[src/rtl/lhct_pkg.sv]
// Shared types and constants for the light hill-climb tracker.
package lhct_pkg;

    // Width of each configuration register and of the reported level
    localparam int CFG_W = 10;
    localparam int IDX_W = 2;

    // Register indexes
    localparam logic [IDX_W-1:0] REG_THRESHOLD = 2'd0;
    localparam logic [IDX_W-1:0] REG_MARGIN    = 2'd1;
    localparam logic [IDX_W-1:0] REG_TIMEOUT   = 2'd2;

    // Register reset values
    localparam logic [CFG_W-1:0] THRESHOLD_RESET = 10'd150;
    localparam logic [CFG_W-1:0] MARGIN_RESET    = 10'd8;
    localparam logic [CFG_W-1:0] TIMEOUT_RESET   = 10'd100;

    // Stepper command codes
    typedef enum logic [1:0] {
        STEP_NONE = 2'd0,
        STEP_CW   = 2'd1,
        STEP_CCW  = 2'd2
    } step_t;

    // Control flags of the climber
    typedef struct packed {
        logic tracking;
        logic step_dir;     // 0 clockwise, 1 counterclockwise
        logic awaiting;     // next item is the after-step sample
    } flags_t;

    // Active configuration
    typedef struct packed {
        logic [CFG_W-1:0] threshold;
        logic [CFG_W-1:0] margin;
        logic [CFG_W-1:0] timeout;
    } cfg_t;

    // One result item
    typedef struct packed {
        step_t            step_command;
        logic             tracking_mode;
        logic             expects_after;
        logic             reversed;
        logic [CFG_W-1:0] reported_level;
    } result_t;

    function automatic step_t dir_code(input logic dir);
        return dir ? STEP_CCW : STEP_CW;
    endfunction

endpackage

[src/rtl/lhct_step.sv]
// Next-state and result logic for one light sample.
module lhct_step #(
    parameter int SAMPLE_BITS = 10
) (
    input  logic [SAMPLE_BITS-1:0]    level,
    input  lhct_pkg::cfg_t            cfg,
    input  lhct_pkg::flags_t          flags,
    input  logic [lhct_pkg::CFG_W-1:0] lost_count,
    input  logic [SAMPLE_BITS-1:0]    before_level,
    output lhct_pkg::flags_t          flags_next,
    output logic [lhct_pkg::CFG_W-1:0] lost_next,
    output logic                      before_wr,
    output lhct_pkg::result_t         result
);

    // compare width: wide enough for level + margin without wrap
    localparam int CW = ((SAMPLE_BITS > lhct_pkg::CFG_W) ? SAMPLE_BITS : lhct_pkg::CFG_W) + 1;

    logic [CW-1:0]             level_ext;
    logic [CW-1:0]             before_ext;
    logic [CW-1:0]             thresh_ext;
    logic [CW-1:0]             sum_ext;
    logic [CW-1:0]             report_ext;
    logic [lhct_pkg::CFG_W-1:0] lost_inc;
    logic                      lit;
    logic                      drop;

    assign level_ext  = CW'(level);
    assign before_ext = CW'(before_level);
    assign thresh_ext = CW'(cfg.threshold);
    assign sum_ext    = level_ext + CW'(cfg.margin);
    assign lit        = level_ext >= thresh_ext;
    assign drop       = sum_ext < before_ext;
    assign lost_inc   = lost_count + 1'b1;

    always_comb begin
        flags_next            = flags;
        lost_next             = lost_count;
        before_wr             = 1'b0;
        report_ext            = level_ext;
        result.step_command   = lhct_pkg::STEP_NONE;
        result.reversed       = 1'b0;

        if (flags.awaiting) begin
            flags_next.awaiting = 1'b0;
            if (drop) begin
                result.step_command = lhct_pkg::dir_code(~flags.step_dir);
                flags_next.step_dir = ~flags.step_dir;
                result.reversed     = 1'b1;
                report_ext          = before_ext;
            end
        end else begin
            if (lit) begin
                lost_next = '0;
                if (!flags.tracking) begin
                    flags_next.step_dir = 1'b0;
                    flags_next.tracking = 1'b1;
                end
            end else if (lost_count < cfg.timeout) begin
                lost_next = lost_inc;
                if (lost_inc >= cfg.timeout) begin
                    flags_next.tracking = 1'b0;
                end
            end

            if (!flags_next.tracking) begin
                result.step_command = lhct_pkg::STEP_CW;
            end else if (lit) begin
                result.step_command = lhct_pkg::dir_code(flags_next.step_dir);
                before_wr           = 1'b1;
                flags_next.awaiting = 1'b1;
            end
        end

        result.tracking_mode  = flags_next.tracking;
        result.expects_after  = flags_next.awaiting;
        result.reported_level = report_ext[lhct_pkg::CFG_W-1:0];
    end

endmodule

[src/rtl/light_hill_climb_tracker.sv]
// Top level of the light hill-climb tracker: input stage, state and result register.
//
// Usage:
//   s_* channel takes one averaged light sample per item (valid/ready).
//   m_* channel returns one stepper command per item (valid/ready).
//   cfg_* is a plain write port: threshold (0), reverse margin (1),
//   lost timeout (2); other indexes are ignored. Write only while idle.
// Path: the accepting edge loads the input register; the result register
//   is loaded with the step decision when the item advances, which a low
//   m_ready on a held result delays.
// Throughput: one item per cycle while m_ready is high; the combinational decision
//   path from the input register to the state and result registers sets this.
// Stall: when m_ready is low the result holds; one more item may sit in
//   the input register, after which s_ready drops.
// Reset: aresetn low clears both stages, puts the climber in sweep mode,
//   clockwise, not awaiting an after-sample, and loads the lost counter and
//   the config registers with their defaults. The stored before level is
//   undefined until the first lit tracking sample writes it.
module light_hill_climb_tracker #(
    parameter int SAMPLE_BITS = 10
) (
    input  logic                         aclk,
    input  logic                         aresetn,
    // sample input
    input  logic                         s_valid,
    output logic                         s_ready,
    input  logic [SAMPLE_BITS-1:0]       s_light_level,
    // command output
    output logic                         m_valid,
    input  logic                         m_ready,
    output logic [1:0]                   m_step_command,
    output logic                         m_tracking_mode,
    output logic                         m_expects_after,
    output logic                         m_reversed,
    output logic [lhct_pkg::CFG_W-1:0]   m_reported_level,
    // configuration writes
    input  logic                         cfg_wr_en,
    input  logic [lhct_pkg::IDX_W-1:0]   cfg_index,
    input  logic [lhct_pkg::CFG_W-1:0]   cfg_wdata
);

    // config registers
    lhct_pkg::cfg_t cfg_reg;

    // input stage
    logic                   in_valid_reg;
    logic [SAMPLE_BITS-1:0] in_level_reg;

    // climber state
    lhct_pkg::flags_t           flags_reg;
    lhct_pkg::flags_t           flags_next;
    logic [lhct_pkg::CFG_W-1:0] lost_count_reg;
    logic [lhct_pkg::CFG_W-1:0] lost_count_next;
    logic [SAMPLE_BITS-1:0]     before_level_reg;
    logic                       before_wr;

    // result stage
    logic                 out_valid_reg;
    lhct_pkg::result_t    out_reg;
    lhct_pkg::result_t    result_next;

    logic advance;   // input-stage item moves into the result register

    assign advance = in_valid_reg && (!out_valid_reg || m_ready);
    assign s_ready = !in_valid_reg || advance;

    // Config port: writes land at once, unknown index dropped
    always_ff @(posedge aclk) begin
        if (!aresetn) begin
            cfg_reg.threshold <= lhct_pkg::THRESHOLD_RESET;
            cfg_reg.margin    <= lhct_pkg::MARGIN_RESET;
            cfg_reg.timeout   <= lhct_pkg::TIMEOUT_RESET;
        end else if (cfg_wr_en) begin
            case (cfg_index)
                lhct_pkg::REG_THRESHOLD: cfg_reg.threshold <= cfg_wdata;
                lhct_pkg::REG_MARGIN:    cfg_reg.margin    <= cfg_wdata;
                lhct_pkg::REG_TIMEOUT:   cfg_reg.timeout   <= cfg_wdata;
                default: ;
            endcase
        end
    end

    // Input register
    always_ff @(posedge aclk) begin
        if (!aresetn) begin
            in_valid_reg <= 1'b0;
        end else if (s_ready) begin
            in_valid_reg <= s_valid;
        end
    end

    always_ff @(posedge aclk) begin
        if (s_valid && s_ready) begin
            in_level_reg <= s_light_level;
        end
    end

    // Decision logic for the item in the input register
    lhct_step #(
        .SAMPLE_BITS (SAMPLE_BITS)
    ) u_step (
        .level        (in_level_reg),
        .cfg          (cfg_reg),
        .flags        (flags_reg),
        .lost_count   (lost_count_reg),
        .before_level (before_level_reg),
        .flags_next   (flags_next),
        .lost_next    (lost_count_next),
        .before_wr    (before_wr),
        .result       (result_next)
    );

    // State only moves when an item advances, so each item sees the
    // state left by the one before it.
    always_ff @(posedge aclk) begin
        if (!aresetn) begin
            flags_reg      <= '0;
            lost_count_reg <= lhct_pkg::TIMEOUT_RESET;
        end else if (advance) begin
            flags_reg      <= flags_next;
            lost_count_reg <= lost_count_next;
        end
    end

    // before level: payload, no reset
    always_ff @(posedge aclk) begin
        if (advance && before_wr) begin
            before_level_reg <= in_level_reg;
        end
    end

    // Result register
    always_ff @(posedge aclk) begin
        if (!aresetn) begin
            out_valid_reg <= 1'b0;
        end else if (advance) begin
            out_valid_reg <= 1'b1;
        end else if (m_ready) begin
            out_valid_reg <= 1'b0;
        end
    end

    always_ff @(posedge aclk) begin
        if (advance) begin
            out_reg <= result_next;
        end
    end

    assign m_valid          = out_valid_reg;
    assign m_step_command   = out_reg.step_command;
    assign m_tracking_mode  = out_reg.tracking_mode;
    assign m_expects_after  = out_reg.expects_after;
    assign m_reversed       = out_reg.reversed;
    assign m_reported_level = out_reg.reported_level;

endmodule

[config.mk]
export PLATFORM = sky130hd
export DESIGN_NAME = light_hill_climb_tracker
export DESIGN_NICKNAME = d
export VERILOG_FILES = /design/src/rtl/lhct_pkg.sv /design/src/rtl/lhct_step.sv /design/src/rtl/light_hill_climb_tracker.sv
export SDC_FILE = /design/constraint.sdc
export NUM_CORES = 1
export LEC_CHECK = 0
export ABC_AREA = 1
export BUFFER_PORTS_ARGS = -buffer_cell sky130_fd_sc_hd__buf_2
export CAP_MARGIN = 20
export CORE_AREA = 2 2 150 116
export DETAILED_ROUTE_END_ITERATION = 6
export DIE_AREA = 0 0 152 118
export GPL_ROUTABILITY_DRIVEN = 0
export PLACE_DENSITY = 0.49
export SETUP_SLACK_MARGIN = 0.02
export SLEW_MARGIN = 30
export SYNTH_ARGS = -nofsm -noshare
export SYNTH_HDL_FRONTEND = slang
export SYNTH_SLANG_ARGS = --single-unit
[constraint.sdc]
create_clock -name aclk -period 9.45 [get_ports aclk]
set_clock_uncertainty 0.2 [all_clocks]
set_input_delay 0.4725 -clock aclk [delete_from_list [all_inputs] [get_ports aclk]]
set_output_delay 0.4725 -clock aclk [all_outputs]
set_load 0.05 [all_outputs]
After elaboration in Yosys (flattened, before gate mapping)
Cells that the tools add are included.

word-level totals
  flip-flop bits (word level) = 80
  input bits = 27

operators by class
  $add $sub $neg = 2
  magnitude comparators = 4
  eq/ne operators = 3
  multiplexer cells = 26
  bitwise logic cells = 2
  reductions and logical operators = 15

operator list
  kind                                                 number
  two-way mux 10 bit                                   4
  greater-or-equal comparator 10 bit                   2
  two-way mux 1 bit                                    15
  two-way mux 2 bit                                    7
  adder 10 x 10 -> 11 bit                              1
  < comparator 11 x 10 -> 1 bit                        1
  adder 10 x 1 -> 10 bit, second input constant        1
  < comparator 10 bit                                  1
  AND reduction 2 bit                                  4
  nonzero test 2 bit                                   2
  logical AND 1 bit                                    3
  AND reduction 3 bit                                  1
  equality test 2 x 1 -> 1 bit, second input constant  1
  equality test 2 bit, second input constant           1
  logical NOT 1 bit                                    2
  logical NOT 2 bit                                    1
  logical OR 1 bit                                     2
  != test 2 x 1 -> 1 bit, second input constant        1
  inverter 1 bit                                       2

Longest topological paths before layout
Gate-level depths: netlist of the first run.

  depth in word-level cells = 9
  depth in mapped cells = 19

Modules after synthesis
A second synthesis of the first run with hierarchy kept.

second synthesis, totals
  cell total of the unflattened synthesis = 704
  area, all modules = 5220.0 um^2

by module, submodules not included
  module                    times used  cells each  area each (um^2)  sequential area each (um^2)
  light_hill_climb_tracker  1           309         2956.6            1951.9
  lhct_step                 1           395         2263.4            0.0

Worst setup path after synthesis of the first run
No wires, ideal clock.

  path kind = reg-to-reg
  from = reg in_level_reg[0]
  to = reg out_reg, in the netlist m_reported_level[8] (data pin)
  setup time = 254 ps
  arrival = 2619 ps
  required time = 8996 ps
  setup slack = 6377 ps
  stages on the path, launching flop included = 18
  buffers on the path = 1
  cell sequence = edfxtp_1 > ha_1 > fa_1 > nand4_1 > nand3_4 > xor2_1 > ha_1 > nand2_1 > inv_1 > a21oi_1 > nand2_1 > nand2_1 > nand2_1 > nand2_1 > nand3_4 > buf_6 > nand2_1 > o21ai_2

RTL lines
  what                    RTL line                         text
  from (decl)             light_hill_climb_tracker.sv:47   logic [SAMPLE_BITS-1:0] in_level_reg;
  from (signal assigned)  light_hill_climb_tracker.sv:94   in_level_reg <= s_light_level;
  to (signal assigned)    light_hill_climb_tracker.sv:145  out_reg <= result_next;
  to (decl)               light_hill_climb_tracker.sv:59   lhct_pkg::result_t out_reg;

==> results of run 1 <==
-- per-layer routing --
metal,vias to the layer above,share of wire [%]
met1,1598,53
met3,15,3.3
li1,1829,-
met2,49,42
met5,-,0
met4,0,2.3
-- placed cells by master (no fill, tap or decap), types with 2 or more instances in the layout --
cell type	instances
nor2_1	40
o21bai_2	2
nand2_1	109
nand2_2	4
clkinv_1	3
nor2_2	2
edfxtp_1	35
nand3_1	24
o21ai_2	9
ha_1	50
a21oi_1	39
o211ai_1	8
inv_2	10
xor2_1	14
inv_1	67
nand3_4	2
nor2_4	2
a31oi_1	3
buf_2	43
a21oi_2	2
nor3_4	2
o21ai_1	4
o21ai_0	22
nand4_1	4
dfxtp_1	45
clkbuf_8	3
a21o_1	3
clkbuf_16	9
nor3_1	3
-- critical path, stage by stage (launching register included) --
cell	delay (ns)
edfxtp_1	0.42
ha_1	0.28
fa_1	0.45
nand4_1	0.16
nand3_4	0.11
xor2_1	0.16
ha_1	0.29
nand2_1	0.09
inv_1	0.04
a21oi_1	0.13
nand2_1	0.07
nand2_1	0.05
nand2_1	0.05
nand2_1	0.13
nand3_4	0.25
nand2_1	0.16
o21ai_2	0.06
-- kinds of logic (layout without fill, tap and decap cells) --
logic type               after synthesis  after routing  synth area share (%)
AO/OA/AOI/OAI                         95             95                 12.72
AND/OR/NAND/NOR                      196            196                 19.41
XOR/XNOR                              15             15                 2.904
buffers and inverters                 89            140                 7.550
flip-flops                            80             80                 43.14
adder cells (fa/ha/maj)               51             51                 14.27
-- final timing paths --
| kind | cells after the start | to | from |
|---|---|---|---|
| setup reg to reg | 16 | m_reported_level[7]$_DFFE_PP_ | in_level_reg[0]$_DFFE_PP_ |
| setup / recovery | 16 | m_reported_level[7]$_DFFE_PP_ | in_level_reg[0]$_DFFE_PP_ |
| hold / removal | 1 | in_level_reg[3]$_DFFE_PP_ | s_light_level[3] |
| hold reg to reg | 2 | cfg_reg[25]$_SDFFE_PN0P_ | cfg_reg[25]$_SDFFE_PN0P_ |
-- layout make-up --
| type | count | share of cell area, % |
|---|---|---|
| inverters | 80 | 5.703 |
| flip-flops and latches | 80 | 37.07 |
| clock buffers | 14 | 5.276 |
| multi-input cells | 357 | 42.37 |
| well taps | 215 | 5.109 |
| clock inverters | 2 | 0.2376 |
| repair buffers | 44 | 4.230 |
-- power by group through the flow --
stage / Clock (mW) / Combinational (mW) / Sequential [mW]
4_1_cts: 0.349 / 0.163 / 0.397
6_report: 0.339 / 0.161 / 0.396
3_3_place_gp: 0 / 0.158 / 0.404
5_1_grt: 0.363 / 0.184 / 0.399
3_5_place_dp: 0 / 0.161 / 0.404
2_1_floorplan: 0 / 0.107 / 0.413
-- metrics by stage --
step           area (µm²)  hold slack [ns]  total power, mW
2_1_floorplan        4524           0.2347           0.5198
3_3_place_gp         4975           0.2577           0.5616
3_5_place_dp         4975           0.2600           0.5649
4_1_cts              5265          0.09532           0.9084
5_1_grt              5265          0.09125           0.9461
6_report             5265           0.1112           0.8965
==> out/qor.csv, run 1 <==
stage;metric;value;unit
setup_path;path_class;flop to flop;
grt;grt_use_total;12.90;%
cells_and_area;area_delta_synth_final;16.37;%
clocking;cts.sinks;80;
sta;fmax;296.0;MHz
synthesis;seq_area_frac_synth;43.14;%
detailed_routing;drt_pre_antenna_iters;4;
grt;grt_pass1_vias;3522;
detailed_routing;routed_wl;10.99;mm
die;io_pins;44;
placement;dpl.cell_count;776;
synthesis;synth_flop_cell;dfxtp_1;
synthesis;synth_common_cells;109 x nand2_1, 67 x inv_1, 50 x ha_1, 45 x dfxtp_1, 40 x nor2_1;
cells_and_area;fin_util;31.97;%
min_path;worst_hold_path_type;primary input to flop;
synthesis;netlist_instances;526;
synthesis;synth_top_area_cell;edfxtp_1;
clocking;cts_resized;0;
setup_path;endpoint_kind;flop;
sta;slew_headroom;52.50;%
pwr;pwr-share-comb;18.0;%
synthesis;synth_edf_count;35;
synthesis;ys_types;37;
clocking;cts_tree;done;
cells_and_area;seq_area;1952;µm²
detailed_routing;num_vias;3491;
pwr;ir_worst_vdd;0.06863;mV
cells_and_area;diodes;0;
die;fp.dieW;152;µm
synthesis;synth_top_area_share;23.23;%
synthesis;syn_area;4524;µm²
pwr;seq_power_share;44.2;%
cells_and_area;drive_above_1_share;16.64;%
detailed_routing;avgRoutedWirePerCell;13.88;µm
pwr;p_int;639.5;µW
die;dieArea;17940;µm²
synthesis;avgSynthCellArea;8.601;µm²
grt;gr-total-overflow;0;
clocking;cts_setup_buffers;0;
clocking;clkTransAtPathRegs;0.06;ns
setup_path;crit_fanout;19;
detailed_routing;detail-route-antenna-nets;0;
grt;grt_start_max_net_pins;36;
grt;busiest_layer;met2;
setup_path;worst-r2r-setup-slack;6.07;ns
detailed_routing;viasPerCell;4.408;
grt;use_met3;3.277;%
grt;antenna_found_initial;0;
grt;grt_pass1_wl;18.21;mm
sta;tightest_slew;0.7118;ns
die;core-area;16470;µm²
pwr;power.leakage;2.445;nW
cells_and_area;multi_input_area;2231;µm²
pwr;switching_share;28.67;%
grt;met2_usage;19.17;%
placement;port_buffers;43;
placement;dp_hpwl;8.360;mm
synthesis;yosysWarnings;0;
pwr;powerDensity;170.3;nW/µm²
run;maxCapViolations;0;
die;floorplan.initialDensity;27.48;%
sta;setup_ws;6.071;ns
pwr;clock_power_share;37.8;%
die;die_h;118;µm
cells_and_area;nNetsFinal;650;
setup_path;cp-start-kind;flop;
sta;rsz0062_at_grt;false;
clocking;clock_latency;0.34;ns
synthesis;syn-num-nets;604;
cells_and_area;instances_no_fill;792;
clocking;cts_root_buffer;clkbuf_16;
detailed_routing;drt_iter0_drc;181;
setup_path;cp_data_required_time;9.34;ns
sta;drv_slew;0;
sta;setup_violations;0;
detailed_routing;route.detailed.drc;0;
synthesis;synth_area_leaders;edfxtp_1 23%, dfxtp_1 20%, ha_1 14%;
placement;dp_slack;6.082;ns
clocking;cts_buffers;9;
run_status;status;completed;
synthesis;ys_ff_latch;80;
sta;period_share;35.75;%
sta;tns;0;ns
clocking;postCtsHoldBufs;0;
cells_and_area;largest_reg_flops;30;
sta;layout_min_cycle_time;3.379;ns
grt;grt_use_met1;17.89;%
synthesis;synthArstFlopShare;0;%
clocking;cts_max_path_buffers;2;
pwr;power_switching;257.1;µW
synthesis;yosysMostFrequentCell;nand2_1;
cells_and_area;n_fill_cell;1693;
die;core.rowCount;41;
sta;finalHoldViolCount;0;
clocking;cts_htree_levels;3;
setup_path;arrival;3.27;ns
Power figures use the tool's default switching activity.
==> run 2: changes to the inputs <==
Clock period 9.45 ns to 3.25 ns, I/O delays scaled along.
==> run 2 against run 1 <==
Compared with the run above: die area is the same; sequential cell count is the same; via count grew 8.4%; sequential power grew to 2.9 times the previous value; sequential share of layout area shrank 3.9 points; final area grew 12%; routed wire length grew 5.4%; largest power group unchanged.
==> out/qor.csv, run 2 (synthesized netlist as in run 1, its figures left out) <==
stage;metric;value;unit;change
grt;antenna_found_initial;0;;unchanged
cells_and_area;fin_util;35.72;%;+3.7 points
placement;dpl.cell_count;789;;+1.7%
run;maxCapViolations;0;;unchanged
grt;gr-total-overflow;0;;unchanged
sta;finalHoldViolCount;0;;unchanged
grt;grt_use_total;13.46;%;+0.56 points
sta;whs;0.008882;ns;-0.1023 ns
pwr;power.leakage;2.683;nW;+9.7%
clocking;cts_tree;done;;
die;io_pins;44;;unchanged
detailed_routing;route.detailed.drc;0;;unchanged
clocking;clock_latency;0.34;ns;about the same
run_status;status;completed;;
clocking;clkTransAtPathRegs;0.07;ns;about the same
detailed_routing;routed_wl;11.58;mm;+5.4%
sta;slew_headroom;53.32;%;+0.83 points
cells_and_area;area_delta_synth_final;30.01;%;
cells_and_area;drive_above_1_share;22.60;%;+6.0 points
cells_and_area;largest_reg_flops;30;;unchanged
setup_path;path_class;flop to flop;;
setup_path;crit_fanout;4;;-15
pwr;ir_worst_vdd;0.2186;mV;+220%
cells_and_area;diodes;0;;unchanged
clocking;cts_root_buffer;clkbuf_16;;
placement;port_buffers;43;;unchanged
sta;fmax;324.4;MHz;+9.6%
placement;dp_hpwl;8.560;mm;+2.4%
die;die_h;118;µm;unchanged
detailed_routing;drt_pre_antenna_iters;5;;+1
min_path;min_delay_path_depth;3;;+2
die;fp.dieW;152;µm;unchanged
sta;setup_violations;0;;unchanged
cells_and_area;instances_no_fill;839;;+5.9%
cells_and_area;mostFrequentLayoutCells;96 x nand2_1, 66 x inv_1, 45 x ha_1, 45 x dfxtp_1, 43 x buf_2;;
setup_path;cp-start-kind;flop;;
clocking;cts_htree_levels;3;;unchanged
sta;drv_slew;0;;unchanged
cells_and_area;final_common_cell;nand2_1;;
detailed_routing;num_vias;3783;;+8.4%
sta;rsz0062_at_grt;true;;
setup_path;ff2ff_path_depth;17;;+1
die;core-area;16470;µm²;unchanged
clocking;cts_max_path_buffers;2;;unchanged
die;floorplan.initialDensity;27.48;%;unchanged
pwr;powerDensity;467.4;nW/µm²;+170%
clocking;cts.sinks;80;;unchanged
detailed_routing;viasPerCell;4.509;;+2.3%
setup_path;endpoint_kind;flop;;
grt;grt_start_max_net_pins;36;;unchanged
grt;grt_pass1_vias;3811;;+8.2%
setup_path;arrival;2.98;ns;-0.29 ns
detailed_routing;detail-route-antenna-nets;0;;unchanged
detailed_routing;avgRoutedWirePerCell;13.80;µm;-0.53%
min_path;worst_hold_path_type;primary input to flop;;
sta;period_share;94.84;%;+59 points
grt;grt_pass1_wl;19.22;mm;+5.5%
sta;tightest_slew;0.6994;ns;-0.01242 ns
die;dieArea;17940;µm²;unchanged
die;core.rowCount;41;;unchanged
setup_path;cp_data_required_time;3.14;ns;-6.20 ns
detailed_routing;drt_iter0_drc;234;;+29%
sta;layout_min_cycle_time;3.082;ns;-0.2963 ns
clocking;cts_buffers;9;;unchanged
cells_and_area;nNetsFinal;697;;+7.2%
## run 2: area by class of cell
cell class | instances | area (µm²)
Fill cell | 1689 | 10590
Multi-Input combinational cell | 357 | 2370
Sequential cell | 80 | 1952
Timing Repair Buffer | 91 | 694.4
Inverter | 80 | 300.3
Tap cell | 215 | 269.0
Clock buffer | 9 | 225.2
Clock inverter | 7 | 71.32
## run 2: worst paths after layout
| check | slack, ns | to | start |
|---|---|---|---|
| setup / recovery | 0.17 | m_reported_level[3]$_DFFE_PP_ | in_level_reg[0]$_DFFE_PP_ |
| hold / removal | 0.009 | cfg_reg[22]$_SDFFE_PN1P_ | cfg_index[1] |
| setup reg to reg | 0.17 | m_reported_level[3]$_DFFE_PP_ | in_level_reg[0]$_DFFE_PP_ |
| hold reg to reg | 0.27 | cfg_reg[23]$_SDFFE_PN0P_ | cfg_reg[23]$_SDFFE_PN0P_ |
## run 2: stage by stage
| stage | total power, mW | instance area, µm² | setup TNS [ns] | worst slack [ns] |
|---|---|---|---|---|
| final | 2.749 | 5882 | 0 | 0.1676 |
| after CTS | 2.725 | 5667 | 0 | 0.05584 |
| after floorplan | 1.511 | 4524 | 0 | 0.1772 |
| after global placement | 1.652 | 5072 | 0 | 0.03633 |
| after detailed placement | 1.660 | 5072 | -0.03439 | -0.02469 |
| after global routing | 2.901 | 5882 | -0.2234 | -0.04205 |
## run 2: timing repair
item                                   4_1_cts  5_1_grt
setup endpoints to repair                   10       14
resized for setup                            0       35
endpoints found under the hold margin       42        0
gates cloned                                 0        2
hold buffers                                27        0
pin swaps                                    0        4
buffers inserted                             2        3
## run 2: worst max-delay path: stages, from the launching register on
cell	delay (ns)
edfxtp_1	0.41
ha_2	0.21
fa_2	0.37
nand4_1	0.13
nand3_4	0.10
xor2_1	0.15
ha_1	0.30
nand2_2	0.09
inv_2	0.04
a21oi_2	0.11
nand2_1	0.07
nand2_1	0.07
nand2_2	0.06
nand2_4	0.07
nand3_4	0.13
clkbuf_16	0.21
nand2_4	0.05
o21ai_2	0.04
## run 2: power breakdown
group	switching (mW)	internal (mW)
combinational	0.345	0.225
sequential	0.0380	1.11
clock	0.433	0.595
## run 2: layer usage
layer  global-route usage [%]  up-vias  share of wire, %
li1                         -     1935                 -
met1                    18.71     1764                52
met2                    20.81       72                43
met3                    3.056       12               4.0
met4                    4.147        0               1.6
met5                        0        -                 0
